$ cat config.mk
export PLATFORM = sky130hd
export DESIGN_NAME = lfu_cache_with_frequency_aging_flat
export DESIGN_NICKNAME = d
export VERILOG_FILES = /design/src/design/lfu_pkg.sv /design/src/design/lfu_if.sv /design/src/design/lfu_cache_with_frequency_aging.sv /design/src/flat_wrapper.sv
export VERILOG_INCLUDE_DIRS = /design/src /design/src/design
export SDC_FILE = /design/constraint.sdc
export NUM_CORES = 2
export LEC_CHECK = 0
export BUFFER_PORTS_ARGS = -buffer_cell sky130_fd_sc_hd__buf_2
export CORE_MARGIN = 3
export CORE_UTILIZATION = 60
export CTS_CLUSTER_SIZE = 24
export DETAILED_ROUTE_END_ITERATION = 10
export PLACE_DENSITY = 0.76
export SLEW_MARGIN = 30
export SYNTH_ARGS = -nofsm -noshare
export SYNTH_HDL_FRONTEND = slang
export SYNTH_SLANG_ARGS = --single-unit
$ cat constraint.sdc
create_clock -name clk -period 25.6 [get_ports clk]
set_input_delay 2.56 -clock clk [delete_from_list [all_inputs] [get_ports clk]]
set_output_delay 2.56 -clock clk [all_outputs]
set_load 0.1 [all_outputs]
$ cat src/design/lfu_cache_with_frequency_aging_assert.svh
// Assertion macros for the LFU cache
`ifndef LFU_CACHE_WITH_FREQUENCY_AGING_ASSERT_SVH
`define LFU_CACHE_WITH_FREQUENCY_AGING_ASSERT_SVH

// Check a property on every clock edge outside reset
`define LFU_ASSERT(lbl, prop, msg) \
    lbl: assert property (@(posedge clk) disable iff (!rst_n) (prop)) else $error(msg);

// Check that a condition leads to a consequence in the next cycle
`define LFU_ASSERT_NEXT(lbl, ante, cons, msg) \
    lbl: assert property (@(posedge clk) disable iff (!rst_n) (ante) |=> (cons)) else $error(msg);

`endif

$ cat src/design/lfu_pkg.sv
package lfu_pkg;
    localparam int DEF_ENTRIES   = 16;
    localparam int DEF_KEY_BITS  = 32;
    localparam int DEF_DATA_BITS = 32;
    localparam int CAP_BITS      = 5;
    localparam int THR_BITS      = 8;
    localparam int CNT_BITS      = 16;
    localparam int STAMP_BITS    = 32;
    localparam int TOTAL_BITS    = 32;
    localparam int VAL_BITS      = 32;
    localparam logic [CAP_BITS-1:0] CAP_RESET = 5'd16;
    localparam logic [THR_BITS-1:0] THR_RESET = 8'd10;

    // Configuration register indexes
    localparam logic CFG_CAPACITY = 1'b0;
    localparam logic CFG_THRESHOLD = 1'b1;

    // Commands
    localparam logic CMD_GET = 1'b0;
    localparam logic CMD_PUT = 1'b1;
endpackage

$ cat src/design/lfu_if.sv
interface lfu_req_if;
    logic        valid;
    logic        ready;
    logic        cmd;
    logic [31:0] lookup_key;
    logic [31:0] put_value;
    modport source (output valid, cmd, lookup_key, put_value, input ready);
    modport sink (input valid, cmd, lookup_key, put_value, output ready);
endinterface

interface lfu_rsp_if;
    logic        valid;
    logic        ready;
    logic        hit;
    logic [31:0] read_value;
    modport source (output valid, hit, read_value, input ready);
    modport sink (input valid, hit, read_value, output ready);
endinterface

interface lfu_cfg_if;
    logic        valid;
    logic        ready;
    logic [0:0]  index;
    logic [7:0]  data;
    modport source (output valid, index, data, input ready);
    modport sink (input valid, index, data, output ready);
endinterface

$ cat src/design/lfu_cache_with_frequency_aging.sv
// LFU cache with aging: per access one scan over all slots, then optional aging pass.
// A get miss or a put at capacity zero answers after the scan; a hit or an insert writes the slot,
// then runs a 32-bit restoring divide of the access total by occupancy, and an aging pass
// follows when the quotient exceeds the threshold.
// Throughput: one access at a time; the next request is taken in the cycle after the result beat.
// Reset: all slots invalid, counters zero, capacity 16, threshold 10; no clearing pass.
module lfu_cache_with_frequency_aging #(
    parameter int ENTRIES   = lfu_pkg::DEF_ENTRIES,
    parameter int KEY_BITS  = lfu_pkg::DEF_KEY_BITS,
    parameter int DATA_BITS = lfu_pkg::DEF_DATA_BITS
) (
    input  logic     clk,
    input  logic     rst_n,
    lfu_req_if.sink  req,
    lfu_rsp_if.source rsp,
    lfu_cfg_if.sink  cfg
);
    import lfu_pkg::*;

    localparam int IW = (ENTRIES > 1) ? $clog2(ENTRIES) : 1;
    localparam int OW = $clog2(ENTRIES + 1);
    localparam int DW = TOTAL_BITS;
    localparam int DCW = $clog2(DW + 1);
    localparam logic [OW-1:0] ENT_O = OW'(ENTRIES);

    typedef struct packed {
        logic [KEY_BITS-1:0]   key;
        logic [DATA_BITS-1:0]  data;
        logic [CNT_BITS-1:0]   cnt;
        logic [STAMP_BITS-1:0] stamp;
    } slot_t;

    typedef enum logic [10:0] {
        S_IDLE   = 11'b00000000001,
        S_SCAN   = 11'b00000000010,
        S_DEC    = 11'b00000000100,
        S_EVRD   = 11'b00000001000,
        S_EVWT   = 11'b00000010000,
        S_WRITE  = 11'b00000100000,
        S_DIV    = 11'b00001000000,
        S_AGERD  = 11'b00010000000,
        S_AGEWT  = 11'b00100000000,
        S_AGEWR  = 11'b01000000000,
        S_RESP   = 11'b10000000000
    } state_t;

    // Slot memory and valid bits
    slot_t mem [ENTRIES];
    slot_t rd_data;
    logic [IW-1:0] rd_addr;
    logic          wr_en;
    logic [IW-1:0] wr_addr;
    slot_t         wr_data;
    logic [ENTRIES-1:0] valid_reg, valid_next;

    always_ff @(posedge clk)
    begin
        if (wr_en)
        begin
            mem[wr_addr] <= wr_data;
        end
        rd_data <= mem[rd_addr];
    end

    state_t state_reg, state_next;
    logic [CAP_BITS-1:0] cap_reg, cap_next;
    logic [THR_BITS-1:0] thr_reg, thr_next;
    logic [STAMP_BITS-1:0] stamp_reg, stamp_next;
    logic [TOTAL_BITS-1:0] total_reg, total_next;
    logic [OW-1:0] occ_reg, occ_next;
    logic cmd_reg, cmd_next;
    logic [KEY_BITS-1:0] key_reg, key_next;
    logic [DATA_BITS-1:0] val_reg, val_next;
    // Scan: issue counter and check counter (check trails issue by the registered read)
    logic [OW-1:0] iss_reg, iss_next;
    logic [OW-1:0] chk_reg, chk_next;
    logic hit_reg, hit_next;
    logic [IW-1:0] hidx_reg, hidx_next;
    slot_t hslot_reg, hslot_next;
    logic vfound_reg, vfound_next;
    logic [IW-1:0] vidx_reg, vidx_next;
    logic [CNT_BITS-1:0] vcnt_reg, vcnt_next;
    logic [STAMP_BITS-1:0] vage_reg, vage_next;
    logic ffound_reg, ffound_next;
    logic [IW-1:0] fidx_reg, fidx_next;
    logic rv_reg, rv_next;
    logic [31:0] rdval_reg, rdval_next;
    logic out_valid_reg, out_valid_next;
    // Divider
    logic [DW-1:0] quo_reg, quo_next;
    logic [DW:0]   rem_reg, rem_next;
    logic [DCW-1:0] dcnt_reg, dcnt_next;

    logic [DW:0] rem_shift;
    logic [CNT_BITS-1:0] dec;
    logic [STAMP_BITS-1:0] cur_age;
    logic [IW-1:0] chk_idx;
    logic [CAP_BITS-1:0] cap_eff;

    assign req.ready = (state_reg == S_IDLE) && !out_valid_reg;
    assign cfg.ready = 1'b1;
    assign rsp.valid = out_valid_reg;
    assign rsp.hit = rv_reg;
    assign rsp.read_value = rdval_reg;

    assign dec = CNT_BITS'(thr_reg >> 1);
    assign cur_age = stamp_reg - rd_data.stamp;
    assign chk_idx = chk_reg[IW-1:0];
    assign rem_shift = {rem_reg[DW-1:0], quo_reg[DW-1]};
    assign cap_eff = (CAP_BITS'(ENTRIES) < cap_reg && ENTRIES < 32)
        ? CAP_BITS'(ENTRIES) : cap_reg;

    always_comb
    begin
        state_next = state_reg;
        cap_next = cap_reg;
        thr_next = thr_reg;
        stamp_next = stamp_reg;
        total_next = total_reg;
        occ_next = occ_reg;
        cmd_next = cmd_reg;
        key_next = key_reg;
        val_next = val_reg;
        iss_next = iss_reg;
        chk_next = chk_reg;
        hit_next = hit_reg;
        hidx_next = hidx_reg;
        hslot_next = hslot_reg;
        vfound_next = vfound_reg;
        vidx_next = vidx_reg;
        vcnt_next = vcnt_reg;
        vage_next = vage_reg;
        ffound_next = ffound_reg;
        fidx_next = fidx_reg;
        rv_next = rv_reg;
        rdval_next = rdval_reg;
        out_valid_next = out_valid_reg;
        quo_next = quo_reg;
        rem_next = rem_reg;
        dcnt_next = dcnt_reg;
        valid_next = valid_reg;
        rd_addr = iss_reg[IW-1:0];
        wr_en = 1'b0;
        wr_addr = hidx_reg;
        wr_data = hslot_reg;

        // Configuration writes
        if (cfg.valid)
        begin
            if (cfg.index == CFG_CAPACITY)
            begin
                cap_next = cfg.data[CAP_BITS-1:0];
            end
            else
            begin
                thr_next = cfg.data;
            end
        end

        // Drop the result beat when taken
        if (out_valid_reg && rsp.ready)
        begin
            out_valid_next = 1'b0;
        end

        case (state_reg)
            S_IDLE:
            begin
                if (req.valid && req.ready)
                begin
                    cmd_next = req.cmd;
                    key_next = KEY_BITS'(req.lookup_key);
                    val_next = DATA_BITS'(req.put_value);
                    iss_next = '0;
                    chk_next = '0;
                    hit_next = 1'b0;
                    vfound_next = 1'b0;
                    ffound_next = 1'b0;
                    state_next = S_SCAN;
                end
            end
            S_SCAN:
            begin
                // Advance reads; check the slot read last cycle
                if (iss_reg < ENT_O)
                begin
                    iss_next = iss_reg + 1'b1;
                end
                if (chk_reg != iss_reg)
                begin
                    chk_next = chk_reg + 1'b1;
                    if (valid_reg[chk_idx])
                    begin
                        if (!hit_reg && rd_data.key == key_reg)
                        begin
                            hit_next = 1'b1;
                            hidx_next = chk_idx;
                            hslot_next = rd_data;
                        end
                        if (!vfound_reg || rd_data.cnt < vcnt_reg
                            || (rd_data.cnt == vcnt_reg && cur_age > vage_reg))
                        begin
                            vfound_next = 1'b1;
                            vidx_next = chk_idx;
                            vcnt_next = rd_data.cnt;
                            vage_next = cur_age;
                        end
                    end
                    if (chk_reg + 1'b1 == ENT_O)
                    begin
                        state_next = S_DEC;
                    end
                end
            end
            S_DEC:
            begin
                rv_next = hit_reg;
                rdval_next = (hit_reg && cmd_reg == CMD_GET)
                    ? 32'(hslot_reg.data) : '0;
                if (hit_reg && (cmd_reg == CMD_GET || cap_eff != '0))
                begin
                    // Raise the hit entry
                    wr_en = 1'b1;
                    wr_addr = hidx_reg;
                    wr_data = hslot_reg;
                    if (cmd_reg == CMD_PUT)
                    begin
                        wr_data.data = val_reg;
                    end
                    if (hslot_reg.cnt != '1)
                    begin
                        wr_data.cnt = hslot_reg.cnt + 1'b1;
                    end
                    wr_data.stamp = stamp_reg;
                    stamp_next = stamp_reg + 1'b1;
                    state_next = S_WRITE;
                end
                else if (cmd_reg == CMD_PUT && !hit_reg && cap_eff != '0)
                begin
                    if (occ_reg >= OW'(cap_eff) && vfound_reg)
                    begin
                        valid_next[vidx_reg] = 1'b0;
                        if (occ_reg != '0)
                        begin
                            occ_next = occ_reg - 1'b1;
                        end
                        total_next = (total_reg > TOTAL_BITS'(vcnt_reg))
                            ? total_reg - TOTAL_BITS'(vcnt_reg) : '0;
                    end
                    state_next = S_EVRD;
                end
                else
                begin
                    out_valid_next = 1'b1;
                    state_next = S_RESP;
                end
            end
            S_EVRD:
            begin
                // Find the first free slot
                ffound_next = 1'b0;
                for (int i = ENTRIES - 1; i >= 0; i--)
                begin
                    if (!valid_reg[i])
                    begin
                        ffound_next = 1'b1;
                        fidx_next = IW'(i);
                    end
                end
                state_next = S_EVWT;
            end
            S_EVWT:
            begin
                if (ffound_reg)
                begin
                    wr_en = 1'b1;
                    wr_addr = fidx_reg;
                    wr_data.key = key_reg;
                    wr_data.data = val_reg;
                    wr_data.cnt = CNT_BITS'(1);
                    wr_data.stamp = stamp_reg;
                    stamp_next = stamp_reg + 1'b1;
                    valid_next[fidx_reg] = 1'b1;
                    occ_next = occ_reg + 1'b1;
                    state_next = S_WRITE;
                end
                else
                begin
                    out_valid_next = 1'b1;
                    state_next = S_RESP;
                end
            end
            S_WRITE:
            begin
                // Count the access and start the divider
                if (total_reg != '1)
                begin
                    total_next = total_reg + 1'b1;
                end
                quo_next = (total_reg != '1) ? total_reg + 1'b1 : total_reg;
                rem_next = '0;
                dcnt_next = '0;
                if (occ_reg == '0)
                begin
                    out_valid_next = 1'b1;
                    state_next = S_RESP;
                end
                else
                begin
                    state_next = S_DIV;
                end
            end
            S_DIV:
            begin
                // One quotient bit per cycle
                if (dcnt_reg == DCW'(DW))
                begin
                    if (quo_reg > DW'(thr_reg))
                    begin
                        iss_next = '0;
                        chk_next = '0;
                        state_next = S_AGERD;
                    end
                    else
                    begin
                        out_valid_next = 1'b1;
                        state_next = S_RESP;
                    end
                end
                else
                begin
                    dcnt_next = dcnt_reg + 1'b1;
                    if (rem_shift >= (DW+1)'(occ_reg))
                    begin
                        rem_next = rem_shift - (DW+1)'(occ_reg);
                        quo_next = {quo_reg[DW-2:0], 1'b1};
                    end
                    else
                    begin
                        rem_next = rem_shift;
                        quo_next = {quo_reg[DW-2:0], 1'b0};
                    end
                end
            end
            S_AGERD:
            begin
                rd_addr = chk_idx;
                state_next = S_AGEWT;
            end
            S_AGEWT:
            begin
                // Hold the read address so the slot data stays in place
                rd_addr = chk_idx;
                state_next = S_AGEWR;
            end
            S_AGEWR:
            begin
                // Age one slot, then move on
                if (valid_reg[chk_idx] && rd_data.cnt > CNT_BITS'(thr_reg))
                begin
                    wr_en = 1'b1;
                    wr_addr = chk_idx;
                    wr_data = rd_data;
                    wr_data.cnt = (rd_data.cnt > dec + 1'b1) ? rd_data.cnt - dec
                        : CNT_BITS'(1);
                    wr_data.stamp = stamp_reg;
                    stamp_next = stamp_reg + 1'b1;
                end
                chk_next = chk_reg + 1'b1;
                if (chk_reg + 1'b1 == ENT_O)
                begin
                    out_valid_next = 1'b1;
                    state_next = S_RESP;
                end
                else
                begin
                    state_next = S_AGERD;
                end
            end
            S_RESP:
            begin
                if (!out_valid_reg || rsp.ready)
                begin
                    state_next = S_IDLE;
                end
            end
            default:
            begin
                state_next = S_IDLE;
            end
        endcase
    end

    always_ff @(posedge clk or negedge rst_n)
    begin
        if (!rst_n)
        begin
            state_reg <= S_IDLE;
            cap_reg <= CAP_RESET;
            thr_reg <= THR_RESET;
            stamp_reg <= '0;
            total_reg <= '0;
            occ_reg <= '0;
            valid_reg <= '0;
            out_valid_reg <= 1'b0;
            iss_reg <= '0;
            chk_reg <= '0;
            dcnt_reg <= '0;
            hit_reg <= 1'b0;
            vfound_reg <= 1'b0;
            ffound_reg <= 1'b0;
        end
        else
        begin
            state_reg <= state_next;
            cap_reg <= cap_next;
            thr_reg <= thr_next;
            stamp_reg <= stamp_next;
            total_reg <= total_next;
            occ_reg <= occ_next;
            valid_reg <= valid_next;
            out_valid_reg <= out_valid_next;
            iss_reg <= iss_next;
            chk_reg <= chk_next;
            dcnt_reg <= dcnt_next;
            hit_reg <= hit_next;
            vfound_reg <= vfound_next;
            ffound_reg <= ffound_next;
        end
    end

    always_ff @(posedge clk)
    begin
        cmd_reg <= cmd_next;
        key_reg <= key_next;
        val_reg <= val_next;
        hidx_reg <= hidx_next;
        hslot_reg <= hslot_next;
        vidx_reg <= vidx_next;
        vcnt_reg <= vcnt_next;
        vage_reg <= vage_next;
        fidx_reg <= fidx_next;
        rv_reg <= rv_next;
        rdval_reg <= rdval_next;
        quo_reg <= quo_next;
        rem_reg <= rem_next;
    end

`include "lfu_cache_with_frequency_aging_assert.svh"
    `LFU_ASSERT(a_occ_range, occ_reg <= ENT_O, "occupancy beyond entry count")
    `LFU_ASSERT(a_occ_match, occ_reg == OW'($countones(valid_reg)), "occupancy mismatch")
    `LFU_ASSERT_NEXT(a_no_accept_busy, req.valid && req.ready, state_reg == S_SCAN, "bad start")
    `LFU_ASSERT(a_getmiss_zero, (rsp.valid && !rsp.hit) |-> rsp.read_value == '0, "miss value")
endmodule
$ cat src/flat_wrapper.sv
// flat-port wrapper written by rule: the top's interface ports become plain ports
module lfu_cache_with_frequency_aging_flat import lfu_pkg::*;
#(
    parameter int ENTRIES   = lfu_pkg::DEF_ENTRIES,
    parameter int KEY_BITS  = lfu_pkg::DEF_KEY_BITS,
    parameter int DATA_BITS = lfu_pkg::DEF_DATA_BITS
)
  (clk, rst_n, req_valid, req_cmd, req_lookup_key, req_put_value, req_ready, rsp_valid, rsp_hit, rsp_read_value, rsp_ready, cfg_valid, cfg_index, cfg_data, cfg_ready);
  lfu_req_if req_i ();
  lfu_rsp_if rsp_i ();
  lfu_cfg_if cfg_i ();
  input  logic clk;
  input  logic rst_n;
  input wire logic [$bits(req_i.valid)-1:0] req_valid;
  input wire logic [$bits(req_i.cmd)-1:0] req_cmd;
  input wire logic [$bits(req_i.lookup_key)-1:0] req_lookup_key;
  input wire logic [$bits(req_i.put_value)-1:0] req_put_value;
  output wire logic [$bits(req_i.ready)-1:0] req_ready;
  output wire logic [$bits(rsp_i.valid)-1:0] rsp_valid;
  output wire logic [$bits(rsp_i.hit)-1:0] rsp_hit;
  output wire logic [$bits(rsp_i.read_value)-1:0] rsp_read_value;
  input wire logic [$bits(rsp_i.ready)-1:0] rsp_ready;
  input wire logic [$bits(cfg_i.valid)-1:0] cfg_valid;
  input wire logic [$bits(cfg_i.index)-1:0] cfg_index;
  input wire logic [$bits(cfg_i.data)-1:0] cfg_data;
  output wire logic [$bits(cfg_i.ready)-1:0] cfg_ready;
  assign req_i.valid = req_valid;
  assign req_i.cmd = req_cmd;
  assign req_i.lookup_key = req_lookup_key;
  assign req_i.put_value = req_put_value;
  assign req_ready = req_i.ready;
  assign rsp_valid = rsp_i.valid;
  assign rsp_hit = rsp_i.hit;
  assign rsp_read_value = rsp_i.read_value;
  assign rsp_i.ready = rsp_ready;
  assign cfg_i.valid = cfg_valid;
  assign cfg_i.index = cfg_index;
  assign cfg_i.data = cfg_data;
  assign cfg_ready = cfg_i.ready;
  lfu_cache_with_frequency_aging #(.ENTRIES(ENTRIES), .KEY_BITS(KEY_BITS), .DATA_BITS(DATA_BITS)) u_core (.clk(clk), .rst_n(rst_n), .req(req_i), .rsp(rsp_i), .cfg(cfg_i));
endmodule
==> out/qor.txt <==
status: finished, final reports clean
MaxCap Viol Count: 0
global route overflow: 0
Nets: 6,625
DR iter-0 viols: 7,237
largest net degree at the start of global routing: 145
RSZ-0062 raised after global routing: false
most common cell after layout, fill and taps aside: edfxtp_1
HP Class: reg -> reg
final slew viol count: 0
Post-synth EDFFs: 2,126
reg-to-reg slack, setup: 19.02 ns
CP peak stage delay: 0.87 ns
commonest cells after routing, fill and taps aside: edfxtp_1, mux2i_1, o22ai_1, nand2_1, clkbuf_16
Die Area: 166,000 um^2
vias in the first global route: 55,400
Min Clock Period, post-route: 6.58 ns
placed cell count: 8,311
setup violators final: 0
# IOs: 115
Post-Syn Area: 96,800 um^2
H-tree levels: 4
setup bufs post-CTS: 0
synthesized area per cell: 15.5 um^2
Slew @ Worst Pin: 1.03 ns
antenna-violating nets left: 0
post-synthesis async set-or-reset flop share: 0.0545
starting density of the core: 0.608
total power: 8830 uW
Hold Vio Cnt, Final: 0
Worst EP arrival: 7.30 ns
Final Non-Filler Cells: 8,734
clock-pin slew on the worst setup and hold paths: 0.06 ns
Clock Sink Count: 2,367
Clock Latency Late Sink: 0.87 ns
most frequent cell on the critical path: buf_4
worst r2r dst: u_core.rd_data[69]$_DFF_P_
drt total wl: 233,000 um
Placer Congestion: 0.913
CP startpoint kind: flip-flop
unique cell type count in the Yosys netlist: 87
Die W: 408 um
die height: 408 um
WHS Endpoint: u_core.hslot_reg[58]$_DFFE_PP_
fin crit share: 0.257
first-pass GRT wire length: 349,000 um
Reg-to-Reg Start: u_core.state_reg[3]$_DFFE_PN0P_
CTS buffer count: 223
vias: 56,400
post-DR wirelength/cell: 26.7 um
max reg flops: 1,792
clk root buf: clkbuf_16
crit-path cells: or4_1 -> nor4_2 -> a31o_1 -> buf_4 -> mux2i_4 -> buf_4 -> buf_6 -> buf_4 -> buf_4 -> mux2i_1 -> o22ai_1 -> or4_1
Mapped Nets: 6,477
Cells after Synth: 6,246
post_cts resized: 0
CP max stage cell: buf_4
Critical Path Start: u_core.state_reg[3]$_DFFE_PN0P_
CTS tree: built
PwrDens: 82.0 nW/um^2
synthesis warning total: 0
Synth Register Bits: 2,367
clk_skew: 0.0671 ns
First-pass DRT Iterations: 6
initial antenna violation count: 4
crit path max fanout: 58
ranking of synthesized cells by area: edfxtp_1, mux2i_1, dfrtp_1, o22ai_1, dfxtp_1
Seq/Total Area, Yosys: 0.716
highest clock rate: 152 MHz
reg2reg path depth: 12
FP Rows: 146
dpl hpwl: 123,000 um
Critical Path RT: 26.32 ns
area leader, netlist: edfxtp_1
layout cell share with drive strength beyond 1: 0.0994
Residual DRC: 0
Synth top area share: 0.659
Vias per Instance: 6.46
Hold WS: 0.431 ns
CTS Buffer Depth: 3
global-route usage over all layers: 0.277
Most used DFF post-synth: edfxtp_1
# hold bufs at CTS: 0
Fin Setup TNS: 0 ns
hold wc startpoint: u_core.rd_data[58]$_DFF_P_
Max transition margin: 0.315
VDD IR-drop max: 0.0793 mV
Hold Crit Depth: 0
IO buf count: 113
leakage: 0.0425 uW
core area: 159,000 um^2
Crit Path Class: reg -> reg
Util after Layout: 0.676
synth-to-layout area growth: 11.1%
critical path endpoint category: flip-flop
## cells by family (layout without fill, tap and decap cells)
kind of cell / after synthesis / after routing / synth area share
fa+ha+maj: 152 / 152 / 0.0200
flops: 2367 / 2367 / 0.716
buf+inv: 448 / 789 / 0.0208
simple gates: 1143 / 1143 / 0.0610
other cells: 1 / 2 / 0.0000387
xor+xnor: 187 / 187 / 0.0169
compound gates: 1026 / 1026 / 0.0691
mux: 922 / 922 / 0.0961
## worst max-delay path by stage
stage | endpoint | slack [ns] | depth (start not counted)
2_1_floorplan | u_core.mem[7][0]$_DFFE_PP_ | 17.50 | 10
3_3_place_gp | u_core.rd_data[68]$_DFF_P_ | 19.02 | 12
3_5_place_dp | u_core.rd_data[69]$_DFF_P_ | 18.84 | 12
4_1_cts | u_core.rd_data[65]$_DFF_P_ | 18.82 | 12
5_1_grt | u_core.rd_data[65]$_DFF_P_ | 18.74 | 12
6_report | u_core.rd_data[69]$_DFF_P_ | 19.02 | 12
## cells in the mapped netlist (41+ instances only)
master / instances
a21o_1: 44
nor2_1: 195
nor3_1: 69
buf_2: 88
nor2b_1: 64
dfxtp_1: 112
o22ai_1: 459
nand2_1: 339
xnor2_1: 90
dfrtp_1: 125
a21oi_1: 123
o21ai_0: 127
clkbuf_1: 169
nand4_1: 55
edfxtp_1: 2126
and2_1: 41
mux2i_1: 904
or4_1: 120
xor2_1: 97
nand3_1: 86
ha_1: 147
inv_1: 146
## critical path, delay by kind of cell (launching register included)
family | cells | cell delay (ns)
flip-flops | 1 | 0.41
buffers and inverters | 5 | 3.42
AND/OR/NAND/NOR | 3 | 1.50
multiplexers | 2 | 0.61
AO/OA/AOI/OAI | 2 | 0.31
## cell type report
| type | count | area [um^2] |
|---|---|---|
| antenna | 1 | 2.50 |
| clock inverter | 95 | 1140 |
| multi-input combinational | 3431 | 25900 |
| sequential | 2367 | 69300 |
| fill | 10600 | 51700 |
| inverter | 146 | 551 |
| tap | 2146 | 2690 |
| clock buffer | 323 | 6290 |
| timing repair buffer | 225 | 1760 |
## per-layer routing
| metal | vias up | wire (um) | track usage |
|---|---|---|---|
| met3 | 466 | 20600 | 0.0428 |
| met1 | 28300 | 94300 | 0.396 |
| li1 | 24700 | - | - |
| met4 | 0 | 7240 | 0.0920 |
| met2 | 2874 | 111000 | 0.440 |
| met5 | - | 0 | 0 |
## report_power, final
part	internal, uW	total, uW	switching (uW)	leakage, uW
clock	1910	3320	1410	0.00363
combinational	421	1070	653	0.0172
sequential	4320	4440	114	0.0217
## through the flow
step | cell area [um^2] | worst slack, ns
after floorplan | 96800 | 17.50
after global placement | 99800 | 19.02
after detailed placement | 100000 | 18.84
after CTS | 107000 | 18.82
after global routing | 108000 | 18.74
final | 108000 | 19.02
Power figures use the tool's default switching activity.
